<file path="src/rtl/smfp_pkg.sv">
`timescale 1ns / 1ps
// ----------------------------------------------------------------------------
// smfp_pkg
// Shared types, constants and helpers of the SMF track event player.
// ----------------------------------------------------------------------------
package smfp_pkg;

	localparam logic [3:0] PH_DELTA     = 4'd0;
	localparam logic [3:0] PH_STATUS    = 4'd1;
	localparam logic [3:0] PH_DATA1     = 4'd2;
	localparam logic [3:0] PH_DATA2     = 4'd3;
	localparam logic [3:0] PH_META_TYPE = 4'd4;
	localparam logic [3:0] PH_META_LEN  = 4'd5;
	localparam logic [3:0] PH_SYSEX_LEN = 4'd6;
	localparam logic [3:0] PH_SKIP      = 4'd7;

	localparam logic [1:0] KIND_MSG  = 2'd0;
	localparam logic [1:0] KIND_WAIT = 2'd1;
	localparam logic [1:0] KIND_END  = 2'd2;

	localparam logic [1:0] REG_DIVISION  = 2'd0;
	localparam logic [1:0] REG_MASTER    = 2'd1;
	localparam logic [1:0] REG_THRESHOLD = 2'd2;

	localparam logic [1:0] ACT_NONE  = 2'd0;
	localparam logic [1:0] ACT_DELTA = 2'd1;
	localparam logic [1:0] ACT_MSG   = 2'd2;

	localparam logic [7:0]  META_EOT     = 8'h2F;
	localparam logic [7:0]  META_TEMPO   = 8'h51;
	localparam logic [7:0]  ST_SYSEX     = 8'hF0;
	localparam logic [7:0]  ST_ESCAPE    = 8'hF7;
	localparam logic [7:0]  ST_META      = 8'hFF;
	localparam logic [3:0]  HI_CC        = 4'hB;
	localparam logic [3:0]  HI_PROG      = 4'hC;
	localparam logic [3:0]  HI_PRESS     = 4'hD;
	localparam logic [7:0]  CC_VOLUME    = 8'h07;
	localparam logic [15:0] DELTA_CAP    = 16'd60000;
	localparam logic [23:0] TEMPO_RESET  = 24'd500000;
	localparam logic [6:0]  CHVOL_RESET  = 7'd100;
	localparam logic [6:0]  VOL_MAX      = 7'd127;
	localparam logic [14:0] DIV_RESET    = 15'd96;
	localparam logic [15:0] THR_RESET    = 16'd3000;
	localparam logic [30:0] WAIT_MAX     = 31'h7FFF_FFFF;
	localparam int          PROD_W       = 40;

	typedef struct packed {
		logic capture;
		logic parse;
		logic mul;
		logic div_step;
		logic acc;
		logic load_a;
		logic load_d;
	} smfp_cmd_t;

	typedef struct packed {
		logic done;
		logic go_mul;
		logic have_msg;
		logic new_done;
		logic div_last;
		logic wait_emit;
		logic out_busy;
	} smfp_stat_t;

	// x / 127 for x below 2^14: estimate by 129/2^14, then one correction
	function automatic logic [6:0] div127(input logic [13:0] x);
		logic [21:0] e;
		logic [7:0]  q;
		logic [14:0] r;
		e = {1'b0, x, 7'd0} + {8'd0, x};
		q = e[21:14];
		r = {1'b0, x} - ({q, 7'd0} - {7'd0, q});
		if (r >= 15'd127) q = q + 8'd1;
		return q[6:0];
	endfunction

endpackage

</file>
<file path="src/rtl/smfp_in_if.sv">
`timescale 1ns / 1ps
// ----------------------------------------------------------------------------
// smfp_in_if
// Track byte request channel.
// ----------------------------------------------------------------------------
interface smfp_in_if;
	logic       valid;
	logic       ready;
	logic [7:0] track_byte;
	logic       start_of_track;
	logic       last_byte;

	modport source (output valid, track_byte, start_of_track, last_byte, input ready);
	modport sink   (input valid, track_byte, start_of_track, last_byte, output ready);
endinterface

</file>
<file path="src/rtl/smfp_out_if.sv">
`timescale 1ns / 1ps
// ----------------------------------------------------------------------------
// smfp_out_if
// Result request channel.
// ----------------------------------------------------------------------------
interface smfp_out_if;
	logic        valid;
	logic        ready;
	logic [1:0]  result_kind;
	logic [7:0]  status_byte;
	logic [7:0]  data_one;
	logic [7:0]  data_two;
	logic [30:0] wait_us;
	logic        last_of_run;

	modport source (output valid, result_kind, status_byte, data_one, data_two, wait_us,
		last_of_run, input ready);
	modport sink   (input valid, result_kind, status_byte, data_one, data_two, wait_us,
		last_of_run, output ready);
endinterface

</file>
<file path="src/rtl/smf_track_event_player_unit.sv">
`timescale 1ns / 1ps
// ----------------------------------------------------------------------------
// smf_track_event_player_unit
// Plays one SMF track chunk fed a byte per request.
// ----------------------------------------------------------------------------
// Usage:
//   in_ch carries one track byte per request, with start_of_track on the first
//   byte and last_byte on the final one. out_ch carries up to two results per
//   byte: a MIDI message, a wait in microseconds or the end of the track;
//   last_of_run marks the final result of a byte.
//   Registers (division, master volume, merge threshold) are written through
//   cfg_we / cfg_index / cfg_data; the user writes them only while the block is
//   idle, which the block itself does not enforce. Each byte is captured and
//   parsed, then its results are pushed; for a nonzero delta that it completes,
//   delta*tempo is formed before that, divided by the division in the bit-serial
//   divider (one quotient bit per cycle) and added to the pending wait.
//   The input is taken again once all results of a byte are in the output
//   register; a stalled receiver holds the output register and the block.
//   Reset restores register defaults and the empty track state.
// ----------------------------------------------------------------------------
module smf_track_event_player_unit
	import smfp_pkg::*;
(
	input  logic              clk,
	input  logic              arst_n,
	smfp_in_if.sink           in_ch,
	smfp_out_if.source        out_ch,
	input  logic              cfg_we,
	input  logic [1:0]        cfg_index,
	input  logic [15:0]       cfg_data
);

	smfp_cmd_t  cmd;
	smfp_stat_t stat;

	smfp_ctrl u_ctrl (
		.clk      (clk),
		.arst_n   (arst_n),
		.in_valid (in_ch.valid),
		.in_ready (in_ch.ready),
		.stat     (stat),
		.cmd      (cmd)
	);

	smfp_datapath u_dp (
		.clk        (clk),
		.arst_n     (arst_n),
		.cmd        (cmd),
		.stat       (stat),
		.cfg_we     (cfg_we),
		.cfg_index  (cfg_index),
		.cfg_data   (cfg_data),
		.in_byte    (in_ch.track_byte),
		.in_start   (in_ch.start_of_track),
		.in_last    (in_ch.last_byte),
		.out_valid  (out_ch.valid),
		.out_ready  (out_ch.ready),
		.out_kind   (out_ch.result_kind),
		.out_status (out_ch.status_byte),
		.out_d1     (out_ch.data_one),
		.out_d2     (out_ch.data_two),
		.out_wait   (out_ch.wait_us),
		.out_last   (out_ch.last_of_run)
	);

endmodule

</file>
<file path="src/rtl/smfp_datapath.sv">
`timescale 1ns / 1ps
// ----------------------------------------------------------------------------
// smfp_datapath
// Parser state, delta-to-microsecond divider, pending wait and output register.
// ----------------------------------------------------------------------------
module smfp_datapath
	import smfp_pkg::*;
(
	input  logic         clk,
	input  logic         arst_n,
	input  smfp_cmd_t    cmd,
	output smfp_stat_t   stat,
	input  logic         cfg_we,
	input  logic [1:0]   cfg_index,
	input  logic [15:0]  cfg_data,
	input  logic [7:0]   in_byte,
	input  logic         in_start,
	input  logic         in_last,
	output logic         out_valid,
	input  logic         out_ready,
	output logic [1:0]   out_kind,
	output logic [7:0]   out_status,
	output logic [7:0]   out_d1,
	output logic [7:0]   out_d2,
	output logic [30:0]  out_wait,
	output logic         out_last
);

	logic [14:0] div_q;
	logic [6:0]  master_q;
	logic [15:0] thr_q;

	logic [7:0]  byte_q;
	logic        last_q;
	logic [3:0]  ph_q;
	logic [7:0]  rs_q, cs_q, fd_q, mt_q;
	logic [27:0] vv_q, sk_q;
	logic [2:0]  vc_q;
	logic [23:0] tc_q, tp_q;
	logic [30:0] pend_q;
	logic        done_q;

	logic [15:0]       dt_q;
	logic [PROD_W-1:0] quo_q;
	logic [14:0]       rem_q;
	logic [5:0]        cnt_q;
	logic [13:0]       vprod_q;

	logic [1:0]  a_kind_q;
	logic [7:0]  a_st_q, a_d1_q, a_d2_q;
	logic [30:0] a_wait_q;
	logic        a_vol_q;

	// parse step
	logic [3:0]  n_ph;
	logic [7:0]  n_rs, n_cs, n_fd, n_mt;
	logic [27:0] n_vv, n_sk, nv, pos, dt;
	logic [2:0]  n_vc, nc;
	logic [23:0] n_tc, n_tp;
	logic        n_done;
	logic [1:0]  act;
	logic [7:0]  m_st, m_d1, m_d2;
	logic [15:0] dtc;
	logic        is_vol;
	logic [6:0]  newvol;
	logic [14:0] div_eff;

	always_comb begin
		n_ph = ph_q; n_rs = rs_q; n_cs = cs_q; n_fd = fd_q; n_mt = mt_q;
		n_vv = vv_q; n_sk = sk_q; n_vc = vc_q; n_tc = tc_q; n_tp = tp_q;
		n_done = done_q;
		act = ACT_NONE; dt = '0; m_st = '0; m_d1 = '0; m_d2 = '0;
		nv = {vv_q[20:0], byte_q[6:0]};
		nc = vc_q + 3'd1;
		pos = vv_q - sk_q;
		case (ph_q)
			PH_DELTA: begin
				n_vv = nv; n_vc = nc;
				if (!byte_q[7] || nc >= 3'd4) begin
					act = ACT_DELTA; dt = nv; n_vv = '0; n_vc = '0; n_ph = PH_STATUS;
				end
			end
			PH_STATUS: begin
				if (byte_q[7]) begin
					if (byte_q < ST_SYSEX) n_rs = byte_q;
					n_cs = byte_q; n_vv = '0; n_vc = '0;
					if (byte_q == ST_META) n_ph = PH_META_TYPE;
					else if (byte_q == ST_SYSEX || byte_q == ST_ESCAPE) n_ph = PH_SYSEX_LEN;
					else n_ph = PH_DATA1;
				end else if (rs_q == 8'd0) begin
					n_done = 1'b1;
				end else begin
					n_cs = rs_q; n_fd = byte_q;
					if (rs_q[7:4] == HI_PROG || rs_q[7:4] == HI_PRESS) begin
						act = ACT_MSG; m_st = rs_q; m_d1 = byte_q; n_ph = PH_DELTA;
					end else n_ph = PH_DATA2;
				end
			end
			PH_DATA1: begin
				n_fd = byte_q;
				if (cs_q[7:4] == HI_PROG || cs_q[7:4] == HI_PRESS) begin
					act = ACT_MSG; m_st = cs_q; m_d1 = byte_q; n_ph = PH_DELTA;
				end else n_ph = PH_DATA2;
			end
			PH_DATA2: begin
				act = ACT_MSG; m_st = cs_q; m_d1 = fd_q; m_d2 = byte_q; n_ph = PH_DELTA;
			end
			PH_META_TYPE: begin
				n_mt = byte_q; n_vv = '0; n_vc = '0; n_ph = PH_META_LEN;
			end
			PH_META_LEN, PH_SYSEX_LEN: begin
				n_vv = nv; n_vc = nc;
				if (!byte_q[7] || nc >= 3'd4) begin
					if (ph_q == PH_META_LEN && mt_q == META_EOT) begin
						n_done = 1'b1;
					end else begin
						if (ph_q == PH_SYSEX_LEN) n_mt = 8'd0;
						n_sk = nv; n_tc = '0; n_vc = '0;
						if (nv != 28'd0) n_ph = PH_SKIP;
						else begin
							n_ph = PH_DELTA; n_vv = '0;
						end
					end
				end
			end
			PH_SKIP: begin
				if (mt_q == META_TEMPO && vv_q >= 28'd3 && pos < 28'd3) begin
					n_tc = {tc_q[15:0], byte_q};
					if (pos == 28'd2 && n_tc != 24'd0) n_tp = n_tc;
				end
				n_sk = sk_q - 28'd1;
				if (n_sk == 28'd0) begin
					n_vv = '0; n_vc = '0; n_ph = PH_DELTA;
				end
			end
			default: begin
				n_ph = PH_DELTA; n_vv = '0; n_vc = '0;
			end
		endcase
		if (last_q && !n_done) begin
			if (n_ph == PH_DELTA && n_vc != 3'd0) begin
				act = ACT_DELTA; dt = n_vv; n_vv = '0; n_vc = '0;
			end else if (n_ph == PH_DATA1) begin
				act = ACT_MSG; m_st = n_cs; m_d1 = 8'd0; m_d2 = 8'd0; n_ph = PH_DELTA;
			end else if (n_ph == PH_DATA2) begin
				act = ACT_MSG; m_st = n_cs; m_d1 = n_fd; m_d2 = 8'd0; n_ph = PH_DELTA;
			end
			n_done = 1'b1;
		end
	end

	assign dtc     = (dt > {12'd0, DELTA_CAP}) ? DELTA_CAP : dt[15:0];
	assign is_vol  = (m_st[7:4] == HI_CC) && (m_d1 == CC_VOLUME);
	assign newvol  = m_d2[7] ? VOL_MAX : m_d2[6:0];
	assign div_eff = (div_q == 15'd0) ? DIV_RESET : div_q;

	// divider step and accumulate
	logic [15:0] dtmp;
	logic        dge;
	logic [40:0] sum;
	logic [30:0] sat;
	assign dtmp = {rem_q, quo_q[PROD_W-1]};
	assign dge  = dtmp >= {1'b0, div_eff};
	assign sum  = {10'd0, pend_q} + {1'b0, quo_q};
	assign sat  = (sum > {10'd0, WAIT_MAX}) ? WAIT_MAX : sum[30:0];

	assign stat.done      = done_q;
	assign stat.go_mul    = (act == ACT_DELTA) && (dtc != 16'd0);
	assign stat.have_msg  = (act == ACT_MSG);
	assign stat.new_done  = n_done;
	assign stat.div_last  = (cnt_q == 6'(PROD_W - 1));
	assign stat.wait_emit = (sat >= {15'd0, thr_q});
	assign stat.out_busy  = out_valid && !out_ready;

	always_ff @(posedge clk or negedge arst_n) begin
		if (!arst_n) begin
			div_q <= DIV_RESET; master_q <= VOL_MAX; thr_q <= THR_RESET;
		end else if (cfg_we) begin
			case (cfg_index)
				REG_DIVISION:  div_q <= cfg_data[14:0];
				REG_MASTER:    master_q <= cfg_data[6:0];
				REG_THRESHOLD: thr_q <= cfg_data;
				default: ;
			endcase
		end
	end

	// the current channel volume goes straight to the result, so no per-channel copy is kept
	always_ff @(posedge clk or negedge arst_n) begin
		if (!arst_n) begin
			ph_q <= PH_DELTA; rs_q <= '0; cs_q <= '0; fd_q <= '0; mt_q <= '0;
			vv_q <= '0; sk_q <= '0; vc_q <= '0; tc_q <= '0; tp_q <= TEMPO_RESET;
			pend_q <= '0; done_q <= 1'b0;
		end else if (cmd.capture && in_start) begin
			ph_q <= PH_DELTA; rs_q <= '0; cs_q <= '0; fd_q <= '0; mt_q <= '0;
			vv_q <= '0; sk_q <= '0; vc_q <= '0; tc_q <= '0; tp_q <= TEMPO_RESET;
			pend_q <= '0; done_q <= 1'b0;
		end else if (cmd.parse && !done_q) begin
			ph_q <= n_ph; rs_q <= n_rs; cs_q <= n_cs; fd_q <= n_fd; mt_q <= n_mt;
			vv_q <= n_vv; sk_q <= n_sk; vc_q <= n_vc; tc_q <= n_tc; tp_q <= n_tp;
			done_q <= n_done;
		end else if (cmd.acc) begin
			pend_q <= stat.wait_emit ? 31'd0 : sat;
		end
	end

	always_ff @(posedge clk) begin
		if (cmd.capture) begin
			byte_q <= in_byte; last_q <= in_last;
		end
		if (cmd.parse) begin
			dt_q     <= dtc;
			vprod_q  <= newvol * master_q;
			a_kind_q <= KIND_MSG;
			a_vol_q  <= is_vol;
			a_st_q   <= is_vol ? {HI_CC, m_st[3:0]} : m_st;
			a_d1_q   <= m_d1;
			a_d2_q   <= m_d2;
			a_wait_q <= '0;
		end
		if (cmd.mul) begin
			quo_q <= PROD_W'(dt_q * tp_q);
			rem_q <= '0;
			cnt_q <= '0;
		end else if (cmd.div_step) begin
			quo_q <= {quo_q[PROD_W-2:0], dge};
			rem_q <= dge ? 15'(dtmp - {1'b0, div_eff}) : dtmp[14:0];
			cnt_q <= cnt_q + 6'd1;
		end
		if (cmd.acc) begin
			a_kind_q <= KIND_WAIT; a_vol_q <= 1'b0;
			a_st_q <= '0; a_d1_q <= '0; a_d2_q <= '0; a_wait_q <= sat;
		end
	end

	// output register
	always_ff @(posedge clk or negedge arst_n) begin
		if (!arst_n) out_valid <= 1'b0;
		else if (cmd.load_a || cmd.load_d) out_valid <= 1'b1;
		else if (out_ready) out_valid <= 1'b0;
	end

	always_ff @(posedge clk) begin
		if (cmd.load_a) begin
			out_kind   <= a_kind_q;
			out_status <= a_st_q;
			out_d1     <= a_d1_q;
			out_d2     <= a_vol_q ? {1'b0, div127(vprod_q)} : a_d2_q;
			out_wait   <= a_wait_q;
			out_last   <= !done_q;
		end else if (cmd.load_d) begin
			out_kind <= KIND_END; out_status <= '0; out_d1 <= '0; out_d2 <= '0;
			out_wait <= '0; out_last <= 1'b1;
		end
	end

endmodule

</file>
<file path="src/rtl/smfp_ctrl.sv">
`timescale 1ns / 1ps
// ----------------------------------------------------------------------------
// smfp_ctrl
// Sequencer: byte capture, parse, multiply, divide, accumulate, result pushes.
// ----------------------------------------------------------------------------
module smfp_ctrl
	import smfp_pkg::*;
(
	input  logic       clk,
	input  logic       arst_n,
	input  logic       in_valid,
	output logic       in_ready,
	input  smfp_stat_t stat,
	output smfp_cmd_t  cmd
);

	localparam logic [2:0] S_IDLE  = 3'd0;
	localparam logic [2:0] S_PARSE = 3'd1;
	localparam logic [2:0] S_MUL   = 3'd2;
	localparam logic [2:0] S_DIV   = 3'd3;
	localparam logic [2:0] S_ACC   = 3'd4;
	localparam logic [2:0] S_OUTA  = 3'd5;
	localparam logic [2:0] S_OUTD  = 3'd6;

	logic [2:0] state_q, state_d;

	assign in_ready = (state_q == S_IDLE);

	always_comb begin
		cmd = '0;
		state_d = state_q;
		case (state_q)
			S_IDLE: begin
				if (in_valid) begin
					cmd.capture = 1'b1; state_d = S_PARSE;
				end
			end
			S_PARSE: begin
				cmd.parse = 1'b1;
				if (stat.done) state_d = S_IDLE;
				else if (stat.go_mul) state_d = S_MUL;
				else if (stat.have_msg) state_d = S_OUTA;
				else if (stat.new_done) state_d = S_OUTD;
				else state_d = S_IDLE;
			end
			S_MUL: begin
				cmd.mul = 1'b1; state_d = S_DIV;
			end
			S_DIV: begin
				cmd.div_step = 1'b1;
				if (stat.div_last) state_d = S_ACC;
			end
			S_ACC: begin
				cmd.acc = 1'b1;
				if (stat.wait_emit) state_d = S_OUTA;
				else if (stat.done) state_d = S_OUTD;
				else state_d = S_IDLE;
			end
			S_OUTA: begin
				if (!stat.out_busy) begin
					cmd.load_a = 1'b1;
					state_d = stat.done ? S_OUTD : S_IDLE;
				end
			end
			S_OUTD: begin
				if (!stat.out_busy) begin
					cmd.load_d = 1'b1; state_d = S_IDLE;
				end
			end
			default: state_d = S_IDLE;
		endcase
	end

	always_ff @(posedge clk or negedge arst_n) begin
		if (!arst_n) state_q <= S_IDLE;
		else state_q <= state_d;
	end

endmodule

</file>
<file path="src/flat_wrapper.sv">
// flat-port wrapper written by rule: the top's interface ports become plain ports
module smf_track_event_player_unit_flat import smfp_pkg::*;
  (clk, arst_n, cfg_we, cfg_index, cfg_data, in_ch_valid, in_ch_track_byte, in_ch_start_of_track, in_ch_last_byte, in_ch_ready, out_ch_valid, out_ch_result_kind, out_ch_status_byte, out_ch_data_one, out_ch_data_two, out_ch_wait_us, out_ch_last_of_run, out_ch_ready);
  smfp_in_if in_ch_i ();
  smfp_out_if out_ch_i ();
  input  logic clk;
  input  logic arst_n;
  input  logic cfg_we;
  input  logic [1:0] cfg_index;
  input  logic [15:0] cfg_data;
  input wire logic [$bits(in_ch_i.valid)-1:0] in_ch_valid;
  input wire logic [$bits(in_ch_i.track_byte)-1:0] in_ch_track_byte;
  input wire logic [$bits(in_ch_i.start_of_track)-1:0] in_ch_start_of_track;
  input wire logic [$bits(in_ch_i.last_byte)-1:0] in_ch_last_byte;
  output wire logic [$bits(in_ch_i.ready)-1:0] in_ch_ready;
  output wire logic [$bits(out_ch_i.valid)-1:0] out_ch_valid;
  output wire logic [$bits(out_ch_i.result_kind)-1:0] out_ch_result_kind;
  output wire logic [$bits(out_ch_i.status_byte)-1:0] out_ch_status_byte;
  output wire logic [$bits(out_ch_i.data_one)-1:0] out_ch_data_one;
  output wire logic [$bits(out_ch_i.data_two)-1:0] out_ch_data_two;
  output wire logic [$bits(out_ch_i.wait_us)-1:0] out_ch_wait_us;
  output wire logic [$bits(out_ch_i.last_of_run)-1:0] out_ch_last_of_run;
  input wire logic [$bits(out_ch_i.ready)-1:0] out_ch_ready;
  assign in_ch_i.valid = in_ch_valid;
  assign in_ch_i.track_byte = in_ch_track_byte;
  assign in_ch_i.start_of_track = in_ch_start_of_track;
  assign in_ch_i.last_byte = in_ch_last_byte;
  assign in_ch_ready = in_ch_i.ready;
  assign out_ch_valid = out_ch_i.valid;
  assign out_ch_result_kind = out_ch_i.result_kind;
  assign out_ch_status_byte = out_ch_i.status_byte;
  assign out_ch_data_one = out_ch_i.data_one;
  assign out_ch_data_two = out_ch_i.data_two;
  assign out_ch_wait_us = out_ch_i.wait_us;
  assign out_ch_last_of_run = out_ch_i.last_of_run;
  assign out_ch_i.ready = out_ch_ready;
  smf_track_event_player_unit u_core (.clk(clk), .arst_n(arst_n), .in_ch(in_ch_i), .out_ch(out_ch_i), .cfg_we(cfg_we), .cfg_index(cfg_index), .cfg_data(cfg_data));
endmodule
</file>
<file path="config.mk">
export PLATFORM = sky130hd
export DESIGN_NAME = smf_track_event_player_unit_flat
export DESIGN_NICKNAME = d
export VERILOG_FILES = /design/src/rtl/smfp_pkg.sv /design/src/rtl/smfp_in_if.sv /design/src/rtl/smfp_out_if.sv /design/src/rtl/smf_track_event_player_unit.sv /design/src/rtl/smfp_datapath.sv /design/src/rtl/smfp_ctrl.sv /design/src/flat_wrapper.sv
export SDC_FILE = /design/constraint.sdc
export NUM_CORES = 2
export LEC_CHECK = 0
export BUFFER_PORTS_ARGS = -buffer_cell sky130_fd_sc_hd__buf_2
export CAP_MARGIN = 30
export CORE_AREA = 4 4 259 261
export CTS_CLUSTER_DIAMETER = 80
export CTS_CLUSTER_SIZE = 40
export DETAILED_ROUTE_END_ITERATION = 7
export DIE_AREA = 0 0 263 265
export PLACE_DENSITY_LB_ADDON = 0.25
export SLEW_MARGIN = 20
export SYNTH_ARGS = -nofsm -noshare
export SYNTH_HDL_FRONTEND = slang
export SYNTH_HIERARCHICAL = 1
export SYNTH_SLANG_ARGS = --single-unit
</file>
<file path="constraint.sdc">
create_clock -name clk -period 17.3 [get_ports clk]
set_input_delay 2.595 -clock clk [delete_from_list [all_inputs] [get_ports clk]]
set_output_delay 2.595 -clock clk [all_outputs]
set_load 0.02 [all_outputs]
</file>
# After elaboration in Yosys (flattened, before gate mapping)
# Index checks and enable logic that the tools add are counted.
# totals
out_inout_bits	60
ff_bits	424
# op_classes
n_mul	2
eq_ne	41
muxes	169
n_lt_le_gt_ge	9
reduce_logical	57
add_sub_neg	10
# ops
operator	count
$mux W28	18
$mux W8	43
$mux W31	9
$pmux W28 S5	1
$mux W24	5
$mux W16	6
$mux W40	2
$mux W3	22
$pmux W28 S2	1
$mux W4	12
$pmux W8 S3	2
$add A31 B40 Y41	1
$gt A41 B31 Y1 const B	1
$mul A16 B24 Y40	1
$mux W7	5
$pmux W16 S2	1
$pmux W8 S2	2
$ge A31 B16 Y1	1
$mux W15	2
$eq A28 B2 Y1 const B	1
$ge A28 B2 Y1 const B	1
$gt A28 B16 Y1 const B	1
$logic_not A28 Y1	1
$lt A28 B2 Y1 const B	1
55 further kinds	148

# Depth between registers and ports, before layout
# depth
depth_word	17
ltp_mapped	32
mapped_depth_nobuf	31

# Modules after synthesis
# Netlist, hierarchy kept.
# by_module_without_submodules
mod	seq_area_each_um2	n_inst	cells_each	area_each_um2
smfp_datapath	11169.5	1	4097	38072.8
smfp_ctrl	75.1	1	43	339.1

# Worst setup path before layout
# No wires, ideal clock.
# synth_timing
path_type	register to register
from	register u_core.u_dp.tp_q[13]
to	register u_core.u_dp.quo_q[38], data pin
setup_time_ns	0.260
arrival_ns	6.996
n_path_buf	2
setup_slack_ns	10.044
synth_period_minus_slack_ns	7.256
stages_incl_launch_ff	28
required_time_ns	17.040
cell_sequence	dfstp_2 > clkbuf_1 > clkbuf_1 > nand2_1 > fa_1 > inv_1 > fa_1 > inv_1 > fa_1 > inv_1 > fa_1 > inv_1 > fa_1 > inv_1 > fa_1 > ha_1 > nand2_1 > o21ai_0 > nor4_1 > o41a_1 > o31ai_1 > a41oi_1 > o21ai_0 > a2111oi_0 > o21ai_0 > a31oi_1 > xnor2_1 > mux2_2
# synth_via
elab_chain_len	2
# synth_rtl
element	line_no	text
start: declaration	smfp_datapath.sv:39	logic [23:0] tc_q, tp_q;
start signal: assignment	smfp_datapath.sv:200	vv_q <= n_vv; sk_q <= n_sk; vc_q <= n_vc; tc_q <= n_tc; tp_q <= n_tp;
$mul A16 B24 Y40	smfp_datapath.sv:222	quo_q <= PROD_W'(dt_q * tp_q);
$mux W40	smfp_datapath.sv:221	if (cmd.mul) begin
end signal: assignment	smfp_datapath.sv:222	
end signal: assignment	smfp_datapath.sv:226	quo_q <= {quo_q[PROD_W-2:0], dge};
end: declaration	smfp_datapath.sv:44	logic [PROD_W-1:0] quo_q;
# No other way between the ends.
# A chain may end at the register's enable or synchronous reset.

# Worst setup path in the final report
# layout_timing
from	register u_core.u_dp.dt_q[15]
to	register u_core.u_dp.quo_q[38], data pin
# layout_via
elab_chain_len	2
# layout_rtl
element	line_no	text
start: declaration	smfp_datapath.sv:43	logic [15:0] dt_q;
start signal: assignment	smfp_datapath.sv:212	dt_q <= dtc;
$mul A16 B24 Y40	smfp_datapath.sv:222	
$mux W40	smfp_datapath.sv:221	
# No other way between the ends.

==> impl_metrics.py <==
metrics = {
    "run_status": {
        "status": "completed",
    },
    "global_routing": {
        "grt_max_degree": 70,
        "overflow": 0,
        "antenna_found_initial": 1,
        "grt_pass1_wl_mm": 161.8,
        "grt_use_total_pct": 28.34,
        "grt_pass1_vias": 30120,
    },
    "floorplanning": {
        "fp.dieH_um": 265,
        "core_area_sq_um": 64460,
        "initial_core_util_pct": 59.59,
        "ios": 93,
        "num_rows": 93,
        "die_w_um": 263,
        "die-area_sq_um": 69700,
    },
    "placed_design": {
        "place_hpwl_mm": 75.03,
        "port_buffers": 92,
        "place_inst": 4932,
        "routabilityCongestion": 0.9443,
    },
    "setup_path": {
        "critical_path_class": "flip-flop to flip-flop",
        "critPathRequiredTime_ns": 17.66,
        "cp-start-kind": "flip-flop",
        "critPathMaxFanout": 24,
        "cp.arrival_ns": 8.81,
        "end_kind": "flip-flop",
    },
    "routing": {
        "drtIter0Drc": 2841,
        "num_vias": 30000,
        "met2_length_mm": 46.36,
        "drt-met1-wl_mm": 42.34,
        "post_drt_wl_per_cell_um": 19.89,
        "drc": 0,
        "wl_met3_mm": 6.790,
        "wirelength_mm": 99.19,
        "drt-pass1-iter-count": 6,
        "antenna_left": 0,
        "highest_layer": "met4",
        "viasPerCell": 6.016,
    },
    "clocking": {
        "cts-root-buf": "clkbuf_16",
        "numCtsBuffers": 26,
        "worstSkewPairLatency_ns": 0.63,
        "postCtsResizedCells": 0,
        "cts_buffer_depth": 3,
        "cts_hold_buf": 0,
        "clock_sinks": 424,
        "htreeDepth": 1,
        "cts_tree": "built",
        "cts.reportedPaths.clkPinSlew_ns": 0.14,
        "cts_setup_buffers": 0,
    },
    "final_layout": {
        "multi_input_area_sq_um": 24580,
        "layout_common_cells": "499 x nand2_1, 496 x inv_1, 333 x fa_1",
        "regArea_sq_um": 11240,
        "drive_above_1_share_pct": 8.424,
        "num-fill-cells": 5434,
        "finish.utilization_pct": 63.27,
        "area.growth.synth_to_final_pct": 6.176,
        "layout.cells.non_filler": 4987,
        "nets": 4747,
        "final_common_cell": "nand2_1",
    },
    "run": {
        "drv_cap": 0,
    },
    "timing": {
        "max_freq_mhz": 118.4,
        "finalCritPeriodShare_pct": 48.84,
        "worst_slew_pin_slew_ns": 0.9893,
        "relSlewSlack_pct": 33.46,
        "maxSlewViolCount": 0,
        "setup_viol": 0,
        "clock_skew_ns": 0.06964,
        "rsz0062_at_grt": "false",
        "tns_ns": 0,
        "period_needed_ns": 8.449,
        "worst_hold_slack_ns": 0.4632,
        "hold_viol_final": 0,
    },
    "synth": {
        "ys_seq_area_share_pct": 29.27,
        "yosys_warnings": 6,
        "synth_top_area_share_pct": 17.36,
        "netlist_area_sq_um": 38410,
        "synth_ff_type": "dfrtp_1",
        "yosysTopAreaCell": "fa_1",
        "syn_inst": 4140,
        "synth_nets": 4776,
        "syn_avg_cell_area_sq_um": 9.278,
        "synth_area_leaders": "fa_1 17%, edfxtp_1 13%, dfrtp_1 12%",
        "ys_ff_latch": 424,
        "async_flop_share_pct": 49.29,
        "synth_edf_count": 168,
        "synth_cell_types": 102,
    },
    "hold_path": {
        "worstHoldPathType": "flip-flop to flip-flop",
    },
}
-- worst paths after layout --
| check | cells after the start | end | start | slack [ns] |
|---|---|---|---|---|
| min reg2reg | 2 | u_core/u_dp/a_st_q[5] | u_core/u_dp/a_st_q[5] | 0.46 |
| max reg2reg | 23 | u_core/u_dp/quo_q[38] | u_core/u_dp/dt_q[15] | 8.85 |
| min | 2 | u_core/u_dp/a_st_q[5] | u_core/u_dp/a_st_q[5] | 0.46 |
| max in group asynchronous | 4 | u_core/u_dp/sk_q[19] | arst_n | 13.42 |
| min in group asynchronous | 1 | u_core/u_dp/pend_q[22] | arst_n | 1.92 |
| max | 23 | u_core/u_dp/quo_q[38] | u_core/u_dp/dt_q[15] | 8.85 |
-- area by class of cell --
cell class / instances / share of cell area, %
multi-input combinational: 3017 / 60.26
sequential: 424 / 27.57
inverter: 497 / 4.574
tap: 855 / 2.623
timing repair buffer: 145 / 2.227
clock buffer: 27 / 1.657
clock inverter: 21 / 1.080
antenna: 1 / 0.006136
-- sequential cells by signal, indices dropped and copies added, names as in the netlist, 14 cells and up --
name / cells
u_core/u_dp/a_wait_q: 31
u_core/u_dp/div_q: 15
u_core/u_dp/sk_q: 28
u_core/u_dp/pend_q: 31
u_core/u_dp/out_wait: 31
u_core/u_dp/dt_q: 16
u_core/u_dp/tc_q: 16
u_core/u_dp/vv_q: 28
u_core/u_dp/vprod_q: 14
u_core/u_dp/tp_q: 24
u_core/u_dp/rem_q: 15
u_core/u_dp/thr_q: 16
u_core/u_dp/quo_q: 40
-- cell usage after synthesis, drive strengths merged, types with 21 or more instances --
master	number
nand2	500
inv	497
fa	333
ha	270
nor2	263
and2	219
dfrtp	186
a21oi	182
clkbuf	180
edfxtp	168
o21ai	140
xnor2	102
nor3	69
mux2	63
o21a	63
nand3	62
mux2i	49
dfxtp	47
a211oi	45
a21o	45
nand2b	44
nor4	41
a22oi	40
nand4	39
a22o	31
o31ai	31
xor2	26
nor2b	25
o21bai	24
dfstp	23
or3	23
buf	22
and3	21
-- per-stage QoR --
| stage | worst slack (ns) | cell area, sq um |
|---|---|---|
| 2_1_floorplan | 10.04 | 38410 |
| 3_3_place_gp | 9.217 | 39570 |
| 3_5_place_dp | 9.144 | 39600 |
| 4_1_cts | 8.974 | 40720 |
| 5_1_grt | 8.368 | 40780 |
| 6_report | 8.851 | 40780 |
-- metal layers --
layer	GRT usage (%)	up-vias
met5	0	-
met4	9.229	0
met3	4.177	173
met2	45.74	1087
met1	39.87	14780
li1	-	13970
-- logic make-up (layout without fill, tap and decap cells) --
logic type | Yosys count | in the layout | share of synthesized area (%)
XOR/XNOR | 128 | 128 | 2.919
adder cells (fa/ha/maj) | 603 | 603 | 26.15
AO/OA/AOI/OAI | 779 | 779 | 13.80
multiplexers | 112 | 112 | 3.134
other | 0 | 1 | 0
flip-flops | 424 | 424 | 29.27
AND/OR/NAND/NOR | 1395 | 1395 | 17.81
buffers and inverters | 699 | 690 | 6.912
-- critical path, stage by stage, from the launching register on --
cell and delay (ns):
edfxtp_1 0.94, nand2_1 0.18, fa_1 0.55, fa_1 0.55, inv_1 0.05, fa_1 0.54
inv_1 0.06, fa_1 0.50, fa_1 0.54, inv_1 0.05, fa_1 0.48, ha_1 0.38
a21oi_1 0.16, o21ai_0 0.13, nor4_1 0.25, o41a_1 0.21, o31ai_1 0.10, a41oi_1 0.44
o21ai_0 0.39, a2111oi_0 0.84, o21ai_0 0.18, a31oi_1 0.27, xnor2_1 0.10, mux2_2 0.27
Power is left out: the tool's default activity adds up to more than one toggle a clock period on the data nets, which glitch-free logic cannot reach.
